--- config.mk ---
export PLATFORM = sky130hd
export DESIGN_NAME = sbus_frame_decoder_core_flat
export DESIGN_NICKNAME = d
export VERILOG_FILES = /design/src/rtl/sfd_pkg.sv /design/src/rtl/sfd_ifs.sv /design/src/rtl/sfd_regs.sv /design/src/rtl/sfd_ctrl.sv /design/src/rtl/sfd_dp.sv /design/src/rtl/sbus_frame_decoder_core.sv /design/src/flat_wrapper.sv
export SDC_FILE = /design/constraint.sdc
export NUM_CORES = 1
export LEC_CHECK = 0
export BUFFER_PORTS_ARGS = -buffer_cell sky130_fd_sc_hd__buf_2
export CORE_MARGIN = 3
export CORE_UTILIZATION = 50
export DETAILED_ROUTE_END_ITERATION = 6
export GPL_TIMING_DRIVEN = 0
export PLACE_DENSITY = 0.74
export REMOVE_ABC_BUFFERS = 1
export SYNTH_ARGS = -nofsm -noshare
export SYNTH_HDL_FRONTEND = slang
export SYNTH_HIERARCHICAL = 1
export SYNTH_SLANG_ARGS = --single-unit
--- constraint.sdc ---
create_clock -name clk -period 7.7 [get_ports clk]
set_input_delay 1.155 -clock clk [delete_from_list [all_inputs] [get_ports clk]]
set_output_delay 1.155 -clock clk [all_outputs]
set_load 0.005 [all_outputs]
--- src/rtl/sfd_pkg.sv ---
`default_nettype none
package sfd_pkg;

    // frame geometry
    localparam int NUM_CH    = 16;
    localparam int RAW_W     = 11;
    localparam int PAY_BYTES = 22;
    localparam int PAY_W     = PAY_BYTES * 8;
    localparam int POS_W     = 5;
    localparam int CH_W      = 4;
    localparam int ADDR_W    = 5;
    localparam int DATA_W    = 32;

    // parser positions (1-based slot of the byte after the header)
    localparam logic [POS_W-1:0] POS_HUNT     = 5'd0;
    localparam logic [POS_W-1:0] POS_FIRST    = 5'd1;
    localparam logic [POS_W-1:0] POS_LAST_PAY = 5'd22;
    localparam logic [POS_W-1:0] POS_FLAG     = 5'd23;
    localparam logic [POS_W-1:0] POS_FOOT     = 5'd24;

    // divider: 23-bit dividend magnitude, one quotient bit per cycle
    localparam int QUO_W = 23;
    localparam int DEN_W = 11;
    localparam logic [4:0] DIV_LAST = 5'd22;

    localparam logic [CH_W-1:0] CH_LAST = 4'd15;

    // flag byte bits
    localparam int FLAG_LOST_BIT = 2;
    localparam int FLAG_FS_BIT   = 3;

    // register map indexes
    localparam logic [2:0] REG_HEADER   = 3'd0;
    localparam logic [2:0] REG_FOOTER   = 3'd1;
    localparam logic [2:0] REG_ALT_VAL  = 3'd2;
    localparam logic [2:0] REG_ALT_MASK = 3'd3;
    localparam logic [2:0] REG_RAW_MIN  = 3'd4;
    localparam logic [2:0] REG_RAW_MAX  = 3'd5;
    localparam logic [2:0] REG_OUT_MIN  = 3'd6;
    localparam logic [2:0] REG_OUT_MAX  = 3'd7;

    // register reset values
    localparam logic [7:0]  RST_HEADER   = 8'd15;
    localparam logic [7:0]  RST_FOOTER   = 8'd0;
    localparam logic [7:0]  RST_ALT_VAL  = 8'd4;
    localparam logic [7:0]  RST_ALT_MASK = 8'd15;
    localparam logic [10:0] RST_RAW_MIN  = 11'd173;
    localparam logic [10:0] RST_RAW_MAX  = 11'd1811;
    localparam logic [11:0] RST_OUT_MIN  = 12'd1000;
    localparam logic [11:0] RST_OUT_MAX  = 12'd2000;

    typedef struct packed {
        logic [7:0]  header_byte;
        logic [7:0]  footer_byte;
        logic [7:0]  footer_alt_value;
        logic [7:0]  footer_alt_mask;
        logic [10:0] raw_min;
        logic [10:0] raw_max;
        logic [11:0] out_min;
        logic [11:0] out_max;
    } cfg_t;

    // controller to datapath
    typedef struct packed {
        logic            upd_prev;
        logic            shift;
        logic            flag_st;
        logic            frame_go;
        logic            ch_load;
        logic            mul;
        logic            dinit;
        logic            dstep;
        logic            push;
        logic [CH_W-1:0] ch_idx;
    } cmd_t;

    // datapath to controller
    typedef struct packed {
        logic prev_foot;
        logic in_hdr;
        logic in_foot;
        logic out_free;
    } sts_t;

    function automatic logic is_footer(input logic [7:0] b, input cfg_t c);
        is_footer = (b == c.footer_byte) ||
                    ((b & c.footer_alt_mask) == c.footer_alt_value);
    endfunction

endpackage
`default_nettype wire

--- src/rtl/sfd_ifs.sv ---
`default_nettype none
// received byte channel
interface sfd_byte_if;
    logic       valid;
    logic       ready;
    logic [7:0] rx_byte;
    modport source (output valid, output rx_byte, input ready);
    modport sink   (input valid, input rx_byte, output ready);
endinterface

// decoded channel result channel
interface sfd_chan_if;
    logic               valid;
    logic               ready;
    logic [3:0]         channel_index;
    logic signed [15:0] channel_value;
    logic               signal_lost;
    logic               failsafe;
    logic               last;
    modport source (output valid, output channel_index, output channel_value,
                    output signal_lost, output failsafe, output last, input ready);
    modport sink   (input valid, input channel_index, input channel_value,
                    input signal_lost, input failsafe, input last, output ready);
endinterface
`default_nettype wire

--- src/rtl/sfd_regs.sv ---
`default_nettype none
module sfd_regs
(
    input  wire logic                      clk,
    input  wire logic                      rst_n,
    input  wire logic                      psel,
    input  wire logic                      penable,
    input  wire logic                      pwrite,
    input  wire logic [sfd_pkg::ADDR_W-1:0] paddr,
    input  wire logic [sfd_pkg::DATA_W-1:0] pwdata,
    output logic      [sfd_pkg::DATA_W-1:0] prdata,
    output logic                           pready,
    output sfd_pkg::cfg_t                  cfg
);
    import sfd_pkg::*;

    cfg_t       cfg_reg;
    cfg_t       cfg_next;
    logic [2:0] idx;
    logic       wr;

    assign idx    = paddr[4:2];
    assign wr     = psel && penable && pwrite;
    assign pready = 1'b1;
    assign cfg    = cfg_reg;

    // write decode, values masked to register width
    always_comb
    begin
        cfg_next = cfg_reg;
        if (wr)
        begin
            unique case (idx)
                REG_HEADER:   cfg_next.header_byte      = pwdata[7:0];
                REG_FOOTER:   cfg_next.footer_byte      = pwdata[7:0];
                REG_ALT_VAL:  cfg_next.footer_alt_value = pwdata[7:0];
                REG_ALT_MASK: cfg_next.footer_alt_mask  = pwdata[7:0];
                REG_RAW_MIN:  cfg_next.raw_min          = pwdata[10:0];
                REG_RAW_MAX:  cfg_next.raw_max          = pwdata[10:0];
                REG_OUT_MIN:  cfg_next.out_min          = pwdata[11:0];
                REG_OUT_MAX:  cfg_next.out_max          = pwdata[11:0];
                default:      cfg_next = cfg_reg;
            endcase
        end
    end

    always_ff @(posedge clk or negedge rst_n)
    begin
        if (!rst_n)
        begin
            cfg_reg.header_byte      <= RST_HEADER;
            cfg_reg.footer_byte      <= RST_FOOTER;
            cfg_reg.footer_alt_value <= RST_ALT_VAL;
            cfg_reg.footer_alt_mask  <= RST_ALT_MASK;
            cfg_reg.raw_min          <= RST_RAW_MIN;
            cfg_reg.raw_max          <= RST_RAW_MAX;
            cfg_reg.out_min          <= RST_OUT_MIN;
            cfg_reg.out_max          <= RST_OUT_MAX;
        end
        else
        begin
            cfg_reg <= cfg_next;
        end
    end

    // read mux
    always_comb
    begin
        unique case (idx)
            REG_HEADER:   prdata = {24'b0, cfg_reg.header_byte};
            REG_FOOTER:   prdata = {24'b0, cfg_reg.footer_byte};
            REG_ALT_VAL:  prdata = {24'b0, cfg_reg.footer_alt_value};
            REG_ALT_MASK: prdata = {24'b0, cfg_reg.footer_alt_mask};
            REG_RAW_MIN:  prdata = {21'b0, cfg_reg.raw_min};
            REG_RAW_MAX:  prdata = {21'b0, cfg_reg.raw_max};
            REG_OUT_MIN:  prdata = {20'b0, cfg_reg.out_min};
            REG_OUT_MAX:  prdata = {20'b0, cfg_reg.out_max};
            default:      prdata = '0;
        endcase
    end

endmodule
`default_nettype wire

--- src/rtl/sfd_ctrl.sv ---
`default_nettype none
module sfd_ctrl
(
    input  wire logic   clk,
    input  wire logic   rst_n,
    input  wire logic   rx_valid,
    output logic        rx_ready,
    input  wire sfd_pkg::sts_t sts,
    output sfd_pkg::cmd_t cmd
);
    import sfd_pkg::*;

    localparam logic [2:0] S_IDLE  = 3'd0;
    localparam logic [2:0] S_LOAD  = 3'd1;
    localparam logic [2:0] S_MUL   = 3'd2;
    localparam logic [2:0] S_DINIT = 3'd3;
    localparam logic [2:0] S_DIV   = 3'd4;
    localparam logic [2:0] S_PUSH  = 3'd5;

    logic [2:0]       state_reg, state_next;
    logic [POS_W-1:0] pos_reg, pos_next;
    logic [CH_W-1:0]  ch_reg, ch_next;
    logic [4:0]       dcnt_reg, dcnt_next;
    logic             acc;
    logic             frame_go;

    // footer beat is held off while the previous frame is still mapped
    assign rx_ready = !((state_reg != S_IDLE) && (pos_reg == POS_FOOT));
    assign acc      = rx_valid && rx_ready;

    always_comb
    begin
        cmd        = '0;
        cmd.ch_idx = ch_reg;
        state_next = state_reg;
        pos_next   = pos_reg;
        ch_next    = ch_reg;
        dcnt_next  = dcnt_reg;
        frame_go   = 1'b0;

        // byte parser
        if (acc)
        begin
            cmd.upd_prev = 1'b1;
            if (pos_reg == POS_HUNT)
            begin
                if (sts.in_hdr && sts.prev_foot)
                    pos_next = POS_FIRST;
            end
            else
            begin
                if (pos_reg <= POS_LAST_PAY)
                    cmd.shift = 1'b1;
                if (pos_reg == POS_FLAG)
                    cmd.flag_st = 1'b1;
                if (pos_reg == POS_FOOT)
                begin
                    pos_next = POS_HUNT;
                    frame_go = sts.in_foot;
                end
                else
                begin
                    pos_next = pos_reg + 5'd1;
                end
            end
        end
        cmd.frame_go = frame_go;

        // channel sequencer
        unique case (state_reg)
            S_IDLE:
            begin
                if (frame_go)
                begin
                    ch_next    = '0;
                    state_next = S_LOAD;
                end
            end
            S_LOAD:
            begin
                cmd.ch_load = 1'b1;
                state_next  = S_MUL;
            end
            S_MUL:
            begin
                cmd.mul    = 1'b1;
                state_next = S_DINIT;
            end
            S_DINIT:
            begin
                cmd.dinit  = 1'b1;
                dcnt_next  = '0;
                state_next = S_DIV;
            end
            S_DIV:
            begin
                cmd.dstep = 1'b1;
                if (dcnt_reg == DIV_LAST)
                    state_next = S_PUSH;
                else
                    dcnt_next = dcnt_reg + 5'd1;
            end
            S_PUSH:
            begin
                if (sts.out_free)
                begin
                    cmd.push = 1'b1;
                    if (ch_reg == CH_LAST)
                    begin
                        state_next = S_IDLE;
                    end
                    else
                    begin
                        ch_next    = ch_reg + 4'd1;
                        state_next = S_LOAD;
                    end
                end
            end
            default: state_next = S_IDLE;
        endcase
    end

    always_ff @(posedge clk or negedge rst_n)
    begin
        if (!rst_n)
        begin
            state_reg <= S_IDLE;
            pos_reg   <= POS_HUNT;
            ch_reg    <= '0;
            dcnt_reg  <= '0;
        end
        else
        begin
            state_reg <= state_next;
            pos_reg   <= pos_next;
            ch_reg    <= ch_next;
            dcnt_reg  <= dcnt_next;
        end
    end

    // checks
    a_frame_start: assert property (@(posedge clk) disable iff (!rst_n)
        frame_go |=> (state_reg == S_LOAD) && (ch_reg == '0))
        else $error("frame start did not begin at channel zero");

    a_pos_range: assert property (@(posedge clk) disable iff (!rst_n)
        pos_reg <= POS_FOOT)
        else $error("parser position out of range");

    a_div_done: assert property (@(posedge clk) disable iff (!rst_n)
        (state_reg == S_DIV) && (dcnt_reg == DIV_LAST) |=> state_reg == S_PUSH)
        else $error("divider did not finish after its last step");

    a_push_free: assert property (@(posedge clk) disable iff (!rst_n)
        cmd.push |-> sts.out_free)
        else $error("result pushed over a pending beat");

    a_stall_busy: assert property (@(posedge clk) disable iff (!rst_n)
        !rx_ready |-> (state_reg != S_IDLE) && (pos_reg == POS_FOOT))
        else $error("input stalled without a frame in progress");

endmodule
`default_nettype wire

--- src/rtl/sfd_dp.sv ---
`default_nettype none
module sfd_dp
(
    input  wire logic   clk,
    input  wire logic   rst_n,
    input  wire sfd_pkg::cfg_t cfg,
    input  wire logic [7:0] rx_byte,
    input  wire sfd_pkg::cmd_t cmd,
    output sfd_pkg::sts_t sts,
    sfd_chan_if.source  chan
);
    import sfd_pkg::*;

    // byte capture
    logic [7:0]       prev_reg;
    logic [PAY_W-1:0] pay_reg;
    logic [1:0]       flag_reg;
    // per-frame unpack copy
    logic [PAY_W-1:0] unp_reg;
    logic [1:0]       uflag_reg;
    // mapping pipeline
    logic signed [11:0] diff_reg;
    logic signed [12:0] scale_reg;
    logic signed [11:0] den_reg;
    logic signed [24:0] prod_reg;
    logic [QUO_W-1:0]   quo_reg;
    logic [DEN_W-1:0]   rem_reg;
    logic [DEN_W-1:0]   dmag_reg;
    logic               neg_reg;
    // result beat
    logic               ovld_reg;
    logic [CH_W-1:0]    oidx_reg;
    logic [15:0]        oval_reg;
    logic               olost_reg;
    logic               ofs_reg;
    logic               olast_reg;

    logic [11:0]        rem_sh;
    logic               qbit;
    logic signed [23:0] qs;
    logic [24:0]        sum;
    logic [15:0]        sat;

    assign sts.prev_foot = is_footer(prev_reg, cfg);
    assign sts.in_hdr    = (rx_byte == cfg.header_byte);
    assign sts.in_foot   = is_footer(rx_byte, cfg);
    assign sts.out_free  = !ovld_reg || chan.ready;

    // byte store: payload shifts in from the top, byte 0 ends at the bottom
    always_ff @(posedge clk)
    begin
        if (cmd.shift)
            pay_reg <= {rx_byte, pay_reg[PAY_W-1:8]};
        if (cmd.flag_st)
            flag_reg <= {rx_byte[FLAG_FS_BIT], rx_byte[FLAG_LOST_BIT]};
        if (cmd.frame_go)
        begin
            unp_reg   <= pay_reg;
            uflag_reg <= flag_reg;
        end
        else if (cmd.ch_load)
        begin
            unp_reg <= {{RAW_W{1'b0}}, unp_reg[PAY_W-1:RAW_W]};
        end
    end

    always_ff @(posedge clk or negedge rst_n)
    begin
        if (!rst_n)
            prev_reg <= '0;
        else if (cmd.upd_prev)
            prev_reg <= rx_byte;
    end

    // divider step: restoring, one quotient bit per cycle
    assign rem_sh = {rem_reg, quo_reg[QUO_W-1]};
    assign qbit   = (rem_sh >= {1'b0, dmag_reg});

    // offset, round-toward-zero sign and saturation
    assign qs  = neg_reg ? -$signed({1'b0, quo_reg}) : $signed({1'b0, quo_reg});
    assign sum = (den_reg == '0) ? {13'b0, cfg.out_min}
                                 : ({qs[23], qs} + {13'b0, cfg.out_min});
    always_comb
    begin
        if ($signed(sum) > 25'sd32767)
            sat = 16'h7FFF;
        else if ($signed(sum) < -25'sd32768)
            sat = 16'h8000;
        else
            sat = sum[15:0];
    end

    always_ff @(posedge clk)
    begin
        // raw channel minus offsets
        if (cmd.ch_load)
        begin
            diff_reg  <= $signed({1'b0, unp_reg[RAW_W-1:0]} - {1'b0, cfg.raw_min});
            scale_reg <= $signed({1'b0, cfg.out_max} - {1'b0, cfg.out_min});
            den_reg   <= $signed({1'b0, cfg.raw_max} - {1'b0, cfg.raw_min});
        end
        if (cmd.mul)
            prod_reg <= diff_reg * scale_reg;
        // load magnitudes into the divider
        if (cmd.dinit)
        begin
            quo_reg  <= prod_reg[24] ? QUO_W'(-prod_reg) : QUO_W'(prod_reg);
            dmag_reg <= den_reg[11] ? DEN_W'(-den_reg) : DEN_W'(den_reg);
            neg_reg  <= prod_reg[24] ^ den_reg[11];
            rem_reg  <= '0;
        end
        else if (cmd.dstep)
        begin
            quo_reg <= {quo_reg[QUO_W-2:0], qbit};
            rem_reg <= qbit ? DEN_W'(rem_sh - {1'b0, dmag_reg}) : DEN_W'(rem_sh);
        end
        // result payload
        if (cmd.push)
        begin
            oidx_reg  <= cmd.ch_idx;
            oval_reg  <= sat;
            olost_reg <= uflag_reg[0];
            ofs_reg   <= uflag_reg[1];
            olast_reg <= (cmd.ch_idx == CH_LAST);
        end
    end

    always_ff @(posedge clk or negedge rst_n)
    begin
        if (!rst_n)
            ovld_reg <= 1'b0;
        else if (cmd.push)
            ovld_reg <= 1'b1;
        else if (chan.ready)
            ovld_reg <= 1'b0;
    end

    assign chan.valid         = ovld_reg;
    assign chan.channel_index = oidx_reg;
    assign chan.channel_value = $signed(oval_reg);
    assign chan.signal_lost   = olost_reg;
    assign chan.failsafe      = ofs_reg;
    assign chan.last          = olast_reg;

endmodule
`default_nettype wire

--- src/rtl/sbus_frame_decoder_core.sv ---
// Byte side: one byte per cycle; the footer beat of a frame waits while the previous
// frame's sixteen channels are still being mapped.
// Each channel steps through load, multiply, divider setup, 23 divider steps and the
// result beat, which waits while the previous beat is still pending.
// Mapping starts at channel zero once the valid footer byte is taken.
// Reset: registers return to defaults, parser hunts with previous byte zero, no beat.
`default_nettype none
module sbus_frame_decoder_core
(
    input  wire logic                       clk,
    input  wire logic                       rst_n,
    sfd_byte_if.sink                        rx,
    sfd_chan_if.source                      chan,
    input  wire logic                       psel,
    input  wire logic                       penable,
    input  wire logic                       pwrite,
    input  wire logic [sfd_pkg::ADDR_W-1:0] paddr,
    input  wire logic [sfd_pkg::DATA_W-1:0] pwdata,
    output logic      [sfd_pkg::DATA_W-1:0] prdata,
    output logic                            pready
);
    import sfd_pkg::*;

    cfg_t cfg;
    cmd_t cmd;
    sts_t sts;

    // configuration registers
    sfd_regs u_regs
    (
        .clk     (clk),
        .rst_n   (rst_n),
        .psel    (psel),
        .penable (penable),
        .pwrite  (pwrite),
        .paddr   (paddr),
        .pwdata  (pwdata),
        .prdata  (prdata),
        .pready  (pready),
        .cfg     (cfg)
    );

    // parser and channel sequencer
    sfd_ctrl u_ctrl
    (
        .clk      (clk),
        .rst_n    (rst_n),
        .rx_valid (rx.valid),
        .rx_ready (rx.ready),
        .sts      (sts),
        .cmd      (cmd)
    );

    // byte store, mapping arithmetic and result register
    sfd_dp u_dp
    (
        .clk     (clk),
        .rst_n   (rst_n),
        .cfg     (cfg),
        .rx_byte (rx.rx_byte),
        .cmd     (cmd),
        .sts     (sts),
        .chan    (chan)
    );

endmodule
`default_nettype wire

--- src/flat_wrapper.sv ---
// flat-port wrapper written by rule: the top's interface ports become plain ports
module sbus_frame_decoder_core_flat import sfd_pkg::*;
  (clk, rst_n, psel, penable, pwrite, paddr, pwdata, prdata, pready, rx_valid, rx_rx_byte, rx_ready, chan_valid, chan_channel_index, chan_channel_value, chan_signal_lost, chan_failsafe, chan_last, chan_ready);
  sfd_byte_if rx_i ();
  sfd_chan_if chan_i ();
  input  wire logic clk;
  input  wire logic rst_n;
  input  wire logic psel;
  input  wire logic penable;
  input  wire logic pwrite;
  input  wire logic [sfd_pkg::ADDR_W-1:0] paddr;
  input  wire logic [sfd_pkg::DATA_W-1:0] pwdata;
  output logic      [sfd_pkg::DATA_W-1:0] prdata;
  output logic pready;
  input wire logic [$bits(rx_i.valid)-1:0] rx_valid;
  input wire logic [$bits(rx_i.rx_byte)-1:0] rx_rx_byte;
  output wire logic [$bits(rx_i.ready)-1:0] rx_ready;
  output wire logic [$bits(chan_i.valid)-1:0] chan_valid;
  output wire logic [$bits(chan_i.channel_index)-1:0] chan_channel_index;
  output wire logic [$bits(chan_i.channel_value)-1:0] chan_channel_value;
  output wire logic [$bits(chan_i.signal_lost)-1:0] chan_signal_lost;
  output wire logic [$bits(chan_i.failsafe)-1:0] chan_failsafe;
  output wire logic [$bits(chan_i.last)-1:0] chan_last;
  input wire logic [$bits(chan_i.ready)-1:0] chan_ready;
  assign rx_i.valid = rx_valid;
  assign rx_i.rx_byte = rx_rx_byte;
  assign rx_ready = rx_i.ready;
  assign chan_valid = chan_i.valid;
  assign chan_channel_index = chan_i.channel_index;
  assign chan_channel_value = chan_i.channel_value;
  assign chan_signal_lost = chan_i.signal_lost;
  assign chan_failsafe = chan_i.failsafe;
  assign chan_last = chan_i.last;
  assign chan_i.ready = chan_ready;
  sbus_frame_decoder_core u_core (.clk(clk), .rst_n(rst_n), .rx(rx_i), .chan(chan_i), .psel(psel), .penable(penable), .pwrite(pwrite), .paddr(paddr), .pwdata(pwdata), .prdata(prdata), .pready(pready));
endmodule
==> results.md <==
* Vias per Instance at 5.54
* Worst Path Max Fanout at 13
* WL final at 66900 µm
* Post-detailed-route wirelength per cell at 18.8 µm
* Cell variety after synth at 92
* Total CTS buffers at 60
* Setup Buffers After CTS at 0
* Dpl cell area at 34400 µm²
* Post-layout min period at 6.97 ns
* RSZ-0062 raised after global routing: no
* Comb power frac at 18.3%
* Layout area overhead at 10.5%
* Clock latency on the worst-skew pair at 0.66 ns
* Routed Antenna Nets at 0
* Sw Share at 28.6%
* # diodes at 0
* First-pass GRT wire length at 108000 µm
* CTS tree: done
* Top cells by count, synth: edfxtp_1 (475), inv_1 (294), mux2_2 (252)
* Critical Path, Cell by Cell: and2_1 -> fa_1 -> ha_1 -> fa_1 -> inv_1 -> fa_1 -> fa_1 -> inv_1 -> ha_1 -> nor2b_1 -> o21ai_0 -> a21boi_0 -> o21ai_0 -> a21boi_0 -> o21ai_0 -> a21oi_1 -> o41ai_1 -> or4b_2 -> o211ai_1
* Num ports at 110
* Max VDD drop at 224 µV
* Pre-CTS setup slack at 0.875 ns
* Final nets at 2974
* Placer Congestion at 0.893
* CP Launch Type: flip-flop
* Crit path arrival time at 7.36 ns
* Site Rows at 93
* Run status: completed
* Pwr per Cell Area at 250 nW/µm²
* Fin. max-slew vios at 0
* Async SR Flop Fraction at 17.6%
* Final worst-path setup slack at 0.731 ns
* Hold Path Class: reg -> reg
* Tcrit/Tclk final at 90.5%
* Worst-path clk slew at 0.06 ns
* Setup Crit Path Kind: reg -> reg
* Mean post-synth cell area at 12.7 µm²
* Initial antenna violation count at 5
* Critical Path Max Stage Delay at 0.84 ns
* Pleak at 0.0142 µW
* Ys Warns at 6
* Root Buffer: clkbuf_16
* Iteration-0 DRC Markers at 1413
* Die Y at 263 µm
* Die width at 263 µm
* Most frequent CP cell: fa_1
* Die area at 69100 µm²
* Yosys top cell area share at 43.2%
* Cells after Synth at 2598
* Number of synthesized flops with an enable pin at 475
* PostCTS Resize Cnt at 0
* Least-Margin Pin Slew at 1.31 ns
* Placed Cells at 3441
* Worst rel slew slack at 12.3%
* Clk buf depth at 3
* Mapped Area at 33000 µm²
* Non-filler cells, final at 3555
* Residual DRC at 0
* Largest net degree at the start of global routing at 65
* # hold bufs at CTS at 0
* Share of total power in sequential cells at 49.7%
* CORE AREA at 64900 µm²
* Int Pwr at 6510 µW
* Total GRT Usage at 19.3%
* Critical Path RT at 8.09 ns
* CP max stage cell: o41ai_1
* Initial Util at 50.8%
* Ranking of synthesized cells by area: edfxtp_1 (43%), fa_1 (9.3%), mux2_2 (8.6%), dfrtp_1 (5.5%), ha_1 (4.6%)
* PortBufs at 66
* Crit path capture type: flip-flop
* Number of fill cells at 5197
* Clock network power share at 32.0%
* Final Hold Vio Count at 0
* Share of cells above drive strength 1 at 19.5%
* Endpoints failing setup at 0
* Post-synthesis sequential area ratio at 51.9%
* Register bit total from synthesis at 590
* CTS HTree Levels at 2
* Routed via count at 19700
* Total grt overflow at 0
* Post-route cell area at 36500 µm²
* Hpwl dp at 48400 µm
* DRT Pass-1 Iters at 5
* Most common cell in the netlist: edfxtp_1
* Most used DFF post-synth: edfxtp_1
* Vias in the first global route at 20300
* Yosys top cell by area: edfxtp_1
* TritonCTS Sinks at 590
* Fin Clk Skew at 0.0662 ns
* Achievable frequency at 143 MHz
* Switching power at 2610 µW
* Max-cap violations at 0
## area by class of cell
class | instances | area [µm²] | area share [%]
clock buffers | 71 | 1560 | 4.29
clock inverters | 43 | 469 | 1.29
inverters | 294 | 1100 | 3.03
multi-input cells | 1609 | 14300 | 39.1
flip-flops and latches | 590 | 17100 | 47.0
well taps | 855 | 1070 | 2.93
repair buffers | 93 | 873 | 2.40
## cells in the final DEF (no fill, tap or decap), drive strengths merged, types with 22 or more instances in the layout
cell type	synthesis	layout
ha	121	121
mux2	253	253
o31ai	23	23
clkinv	0	28
a21boi	22	22
dfrtp	72	72
mux2i	40	40
inv	294	295
buf	54	93
nand2	179	179
nand2b	27	27
fa	153	153
edfxtp	475	475
nor2	132	132
a21oi	47	47
xor2	78	78
and2	70	70
xnor2	66	66
o21ai	87	87
nor3	32	32
clkbuf	70	71
dfstp	32	32
## cells by family after synthesis
kind of cell               synth area share, %
xor gates and xnor gates                  3.82
buffers and inverters                     5.24
other                                   0.0228
muxes                                     10.1
DFF                                       51.9
and+or+nand+nor                           8.68
adders and majority gates                 13.9
AOI/OAI and AO/OA                         6.43
## power by group through the flow
stage	sequential, µW	clock (µW)	combinational [µW]
3_5_place_dp	4590	0	1640
5_1_grt	4590	3130	1870
3_3_place_gp	4640	0	1520
4_1_cts	4530	3000	1660
2_1_floorplan	4480	0	1210
6_report	4530	2920	1670
## layer usage
metal | global-route usage (%) | share of wire (%)
met1 | 26.7 | 43
met2 | 30.8 | 47
met3 | 3.85 | 6.8
met4 | 6.62 | 3.3
met5 | 0 | 0.019
## stage by stage
step / power [µW] / hold slack [ns] / setup TNS, ns / util, %
after floorplan: 5690 / 0.400 / -192.12 / -
after detailed placement: 6230 / 0.412 / 0 / 53.0
final: 9120 / 0.389 / 0 / 56.1
after CTS: 9180 / 0.380 / 0 / 56.1
after global routing: 9590 / 0.400 / 0 / 56.1
after global placement: 6160 / 0.414 / -1170.23 / 52.1
## critical path: cells and delay by family (launching register included)
family	cells	cell delay, ns
compound gates	8	2.32
fa+ha+maj	6	2.67
buf+inv	2	0.09
flops	1	0.59
simple gates	3	1.06
## path summary, 6_finish.rpt
| check | cells past startpoint | end | slack (ns) | from |
|---|---|---|---|---|
| worst min register to register | 0 | u_core/u_dp/pay_reg[46] | 0.39 | u_core/u_dp/pay_reg[54] |
| min in group asynchronous | 1 | u_core/u_regs/cfg[52] | 0.48 | rst_n |
| max in group asynchronous | 2 | u_core/u_regs/cfg[9] | 6.43 | rst_n |
| worst max register to register | 19 | u_core/u_dp/prod_reg[19] | 0.73 | u_core/u_dp/diff_reg[2] |
| worst min-delay path | 0 | u_core/u_dp/pay_reg[46] | 0.39 | u_core/u_dp/pay_reg[54] |
| worst max-delay path | 19 | u_core/u_dp/prod_reg[19] | 0.73 | u_core/u_dp/diff_reg[2] |
Note: power is estimated with default switching activity, not from simulation.
